## src/rtl/core/segi_pkg.sv

```systemverilog
// ----------------------------------------------------------------------------
// segi_pkg
// Widths, beat types and the divider stage payload for segment_intersection.
// ----------------------------------------------------------------------------
package segi_pkg;

    localparam int COORD_BITS = 16;
    localparam int DIFF_W     = COORD_BITS + 1;
    localparam int MULT_W     = 2 * DIFF_W;
    localparam int CROSS_W    = 2 * COORD_BITS + 3;
    localparam int MAG_W      = 2 * COORD_BITS + 2;
    localparam int QUO_W      = COORD_BITS + 1;
    localparam int PROD_W     = MAG_W + QUO_W;
    localparam int SUM_W      = COORD_BITS + 2;

    typedef logic signed [COORD_BITS-1:0] coord_t;
    typedef logic signed [DIFF_W-1:0]     diff_t;
    typedef logic signed [MULT_W-1:0]     mult_t;
    typedef logic signed [CROSS_W-1:0]    cross_t;

    typedef struct packed {
        coord_t a_start_x;
        coord_t a_start_y;
        coord_t a_end_x;
        coord_t a_end_y;
        coord_t b_start_x;
        coord_t b_start_y;
        coord_t b_end_x;
        coord_t b_end_y;
    } in_t;

    typedef struct packed {
        logic   hit;
        coord_t point_x;
        coord_t point_y;
    } out_t;

    typedef struct packed {
        logic              hit;
        logic              neg_x;
        logic              neg_y;
        coord_t            start_x;
        coord_t            start_y;
        logic [MAG_W-1:0]  den;
        logic [PROD_W-1:0] rem_x;
        logic [PROD_W-1:0] rem_y;
        logic [QUO_W-1:0]  q_x;
        logic [QUO_W-1:0]  q_y;
    } div_t;

endpackage

```

## src/rtl/core/segi_div_step.sv

```systemverilog
// ----------------------------------------------------------------------------
// segi_div_step
// One registered restoring-division step, one quotient bit for both axes.
// ----------------------------------------------------------------------------
module segi_div_step #(
    parameter int BIT_IDX = 0
) (
    input  logic          aclk,
    input  logic          aresetn,
    input  logic          en,
    input  logic          in_valid,
    input  segi_pkg::div_t in_data,
    output logic          out_valid,
    output segi_pkg::div_t out_data
);
    import segi_pkg::*;

    logic [PROD_W-1:0] den_sh;
    logic              ge_x;
    logic              ge_y;
    logic              valid_reg;
    div_t              data_reg;
    div_t              data_next;

    assign den_sh = PROD_W'(in_data.den) << BIT_IDX;
    assign ge_x   = in_data.rem_x >= den_sh;
    assign ge_y   = in_data.rem_y >= den_sh;

    always_comb begin
        data_next = in_data;
        if (ge_x) begin
            data_next.rem_x        = in_data.rem_x - den_sh;
            data_next.q_x[BIT_IDX] = 1'b1;
        end
        if (ge_y) begin
            data_next.rem_y        = in_data.rem_y - den_sh;
            data_next.q_y[BIT_IDX] = 1'b1;
        end
    end

    always_ff @(posedge aclk) begin
        if (!aresetn) begin
            valid_reg <= 1'b0;
        end else if (en) begin
            valid_reg <= in_valid;
        end
    end

    always_ff @(posedge aclk) begin
        if (en) begin
            data_reg <= data_next;
        end
    end

    assign out_valid = valid_reg;
    assign out_data  = data_reg;

endmodule

```

## config.mk

```make
export PLATFORM = sky130hd
export DESIGN_NAME = segi_div_step
export DESIGN_NICKNAME = d
export VERILOG_FILES = /design/src/rtl/core/segi_pkg.sv /design/src/rtl/core/segi_div_step.sv
export SDC_FILE = /design/constraint.sdc
export NUM_CORES = 1
export LEC_CHECK = 0
export CAP_MARGIN = 20
export CORE_AREA = 3 3 202 204
export CTS_CLUSTER_SIZE = 24
export DETAILED_ROUTE_END_ITERATION = 6
export DIE_AREA = 0 0 205 207
export DONT_BUFFER_PORTS = 1
export MAX_ROUTING_LAYER = met4
export PLACE_DENSITY = 0.43
export SLEW_MARGIN = 30
export SYNTH_ARGS = -nofsm -noshare
export SYNTH_HDL_FRONTEND = slang
export SYNTH_SLANG_ARGS = --single-unit
```

## constraint.sdc

```tcl
create_clock -name aclk -period 4.16 [get_ports aclk]
set_input_delay 0.624 -clock aclk [delete_from_list [all_inputs] [get_ports aclk]]
set_output_delay 0.624 -clock aclk [all_outputs]
set_load 0.02 [all_outputs]
```

==> out/results.md <==
### Clocking
- 0.06 ns — clock slew at reported path FFs
- 0 — number of gates resized after cts
- 3 — Max Root-Sink Buffers
- sky130_fd_sc_hd__clkbuf_16 — clock root buffer
- built — clock tree from TritonCTS
- 0 — cts hold-fix bufs
- 25 — Inserted Clock Buffers
- 0.53 ns — clock latency at the later pin of the worst-skew pair
- 206 — Clock Sink Count
- 1 — H-tree depth reported by CTS
- 0 — count of buffers added by post-CTS timing repair for setup

### Global routing
- 56.5 mm — global-route wire length before repair
- 3 — antenna violations before repair
- 0 — gr ovfl total
- 0.182 — Total Routing Usage GR
- 207 — largest net degree at the start of global routing
- 8359 — number of global-route vias before repair

### Die
- 0.295 — initial core utilization
- 205 um — horizontal die dimension
- 415 — number of I/O pins
- 73 — number of core rows
- 207 um — die outline height
- 0.0395 mm2 — area of the placeable core
- 0.0424 mm2 — Die Outline Area

### Flow run
- 0 — Maximum Capacitance Violations

### Drt
- 5.13 — Avg Vias per Cell
- 39.6 mm — wire length reported by the detailed router
- 0 — post-detailed-route count of antenna-violating nets
- 8213 — via count
- 24.7 um — Avg WL per Cell
- 5 — DRT Pass-1 Iters
- 520 — Initial DRC Count
- 0 — total DRC errors in the routed layout

### Power and ir drop
- 251 uV — VDD IR max
- 4.91 nW — leakage dissipation
- 463 mW/mm2 — power density cells
- 6.07 mW — power consumption

### Worst setup path
- 3.44 ns — r2r setup slk
- input port to flip-flop — Crit Path Class
- 2 — number of cell instances on the worst register-to-register path
- 7 — Max Fanout on Critical Path
- out_valid$_SDFFE_PN0P_ — reg-to-reg critical path endpoint
- input port — element type at the critical path start
- 4.44 ns — data required time of the worst path
- 3.76 ns — crit path DAT
- out_valid$_SDFFE_PN0P_ — worst flop-to-flop path startpoint
- flip-flop — CP endpoint kind

### Worst hold path
- in_data[187] — worst hold path startpoint
- 0 — worst hold path depth
- out_data[187]$_DFFE_PP_ — terminating pin of the worst hold path
- input port to flip-flop — hold crit path type

### Timing
- 0 — final hold violations
- 0 ns — Fin Setup TNS
- 0 ns — Clock Skews
- 0.381 — worst relative slew slack
- 0 — setup violators final
- 0.835 — Final period util
- 3.48 ns — shortest clock period the worst path allows after layout
- 0.685 ns — least setup slack across all paths after layout
- 0.184 ns — Worst Hold Margin
- no — unrepaired setup endpoints after global routing
- 0.929 ns — transition time of the tightest slew-check pin
- 0 — Max Transition Viols Final
- 288 MHz — maximum clock frequency

### Final layout
- sky130_fd_sc_hd__edfxtp_1 (205), sky130_fd_sc_hd__a21oi_1 (119), sky130_fd_sc_hd__nor2_1 (105) — leading cell types in the layout, fill and taps excluded
- 0.00509 mm2 — multi-input gate area in the final layout
- 1602 — number of cells in the finished layout apart from fillers
- 0.332 — Layout Utilization
- 1338 — number of nets in the final layout
- 0.0782 — layout cell share with drive strength beyond 1
- sky130_fd_sc_hd__edfxtp_1 — most common library cell in the layout ignoring fill and taps
- 0.0131 mm2 — post-layout instance area
- 12.6% — Area Overhead vs Synth
- 0.00618 mm2 — register area
- 3998 — Filler Cell Count

### Synthesis
- 64 — count of cell types in the netlist
- sky130_fd_sc_hd__edfxtp_1 (53%), sky130_fd_sc_hd__ha_1 (7.3%), sky130_fd_sc_hd__a21oi_1 (5.1%) — leading cell types by total area after synthesis
- sky130_fd_sc_hd__edfxtp_1 — cell type contributing the most total cell area after synthesis
- 0.528 — Yosys top cell area share
- 0 — number of warnings reported in the yosys synthesis log
- 206 — total of flip-flops plus latches after synthesis
- 205 — number of enable-type register cells in the synthesized netlist
- 1330 — net count of the mapped netlist
- 0.530 — part of the Yosys area used for sequential elements
- 0 — Post-synth ARST share
- 11.1 um2 — post-synthesis area per instance
- sky130_fd_sc_hd__edfxtp_1 — Primary FF master, synth
- 0.0117 mm2 — Netlist Area Pre-Place
- 1051 — post-synthesis instance total

### Placement
- 0.869 — weighted congestion reported at the end of routability-driven placement
- 0.218 ns — post-placement worst setup slack
- 0 — number of port buffers
- 1557 — number of placed instances, taps included
- 0.0123 mm2 — cell area after placement
- 31.4 mm — half-perimeter wire length after placement

### Status
- finished clean — status

==> layout make-up <==
type	count	area share
clock inverter	14	0.0135
inverter	57	0.0163
antenna	3	0.000572
clock buffer	28	0.0485
tap	525	0.0501
sequential	206	0.471
timing repair buffer	18	0.0122
multi-input combinational	751	0.388
==> cells by family (layout without fill, tap and decap cells) <==
kind of cell / after synthesis / after routing / share of synthesized area
XOR/XNOR: 94 / 94 / 0.0707
adder cells (fa/ha/maj): 70 / 70 / 0.0765
other: 0 / 3 / 0
AO/OA/AOI/OAI: 286 / 286 / 0.154
flip-flops: 206 / 206 / 0.530
multiplexers: 18 / 18 / 0.0192
buffers and inverters: 94 / 117 / 0.0332
AND/OR/NAND/NOR: 283 / 283 / 0.116
==> where the power goes <==
| part | internal [mW] | total, mW | switching, mW |
|---|---|---|---|
| clock | 1.34 | 2.21 | 0.868 |
| sequential | 2.59 | 2.99 | 0.397 |
| combinational | 0.374 | 0.877 | 0.504 |
| total | 4.30 | 6.07 | 1.77 |
==> registers in the layout, summed over array words and instances (netlist names) <==
signal / flops
out_valid: 1
out_data: 205
==> worst max-delay path, cell delays in order <==
cell and delay [ns]:
sky130_fd_sc_hd__inv_1 0.09, sky130_fd_sc_hd__ha_1 0.45, sky130_fd_sc_hd__nand2_1 0.24, sky130_fd_sc_hd__or3_1 0.46, sky130_fd_sc_hd__a2111oi_0 0.53, sky130_fd_sc_hd__nor3_1 0.22, sky130_fd_sc_hd__o41ai_1 0.67, sky130_fd_sc_hd__nor3b_2 0.11
sky130_fd_sc_hd__buf_4 0.19, sky130_fd_sc_hd__nand3_1 0.09, sky130_fd_sc_hd__xnor2_1 0.07
==> cells in the mapped netlist (5+ instances only) <==
cell type and number:
sky130_fd_sc_hd__edfxtp_1 205, sky130_fd_sc_hd__a21oi_1 119, sky130_fd_sc_hd__nor2_1 105, sky130_fd_sc_hd__ha_1 68, sky130_fd_sc_hd__nand2_1 62, sky130_fd_sc_hd__inv_1 57
sky130_fd_sc_hd__xnor2_1 56, sky130_fd_sc_hd__a21o_1 38, sky130_fd_sc_hd__xor2_1 38, sky130_fd_sc_hd__o21ai_0 35, sky130_fd_sc_hd__clkbuf_1 30, sky130_fd_sc_hd__nand3_1 24
sky130_fd_sc_hd__o21bai_1 22, sky130_fd_sc_hd__nand4_1 20, sky130_fd_sc_hd__nor3_1 20, sky130_fd_sc_hd__nor4_1 12, sky130_fd_sc_hd__a31oi_1 11, sky130_fd_sc_hd__mux2_2 11
sky130_fd_sc_hd__nor2b_1 7, sky130_fd_sc_hd__a211oi_1 6, sky130_fd_sc_hd__mux2_4 6, sky130_fd_sc_hd__o211ai_1 6, sky130_fd_sc_hd__o31ai_1 6, sky130_fd_sc_hd__a21boi_0 5
sky130_fd_sc_hd__o21a_1 5, sky130_fd_sc_hd__or3_1 5
==> worst max-delay path by stage <==
stage	from	to	slack, ns	cells after the start
floorplan	in_data[85]	out_data[121]$_DFFE_PP_	0.52	13
global placement	in_data[160]	out_data[80]$_DFFE_PP_	0.21	11
detailed placement	in_data[34]	out_data[80]$_DFFE_PP_	0.22	14
CTS	in_data[34]	out_data[84]$_DFFE_PP_	0.80	14
global route	in_data[160]	out_data[76]$_DFFE_PP_	0.48	11
finish	in_data[160]	out_data[76]$_DFFE_PP_	0.68	11
==> layer usage <==
layer / global-route usage / vias to the layer above / part of all wire
met5: - / - / 0
met3: 0.0706 / 50 / 0.11
met4: 0.0493 / 0 / 0.025
met2: 0.298 / 350 / 0.48
met1: 0.208 / 3878 / 0.39
li1: - / 3935 / -
No activity file was read; power rests on OpenSTA's default activity.
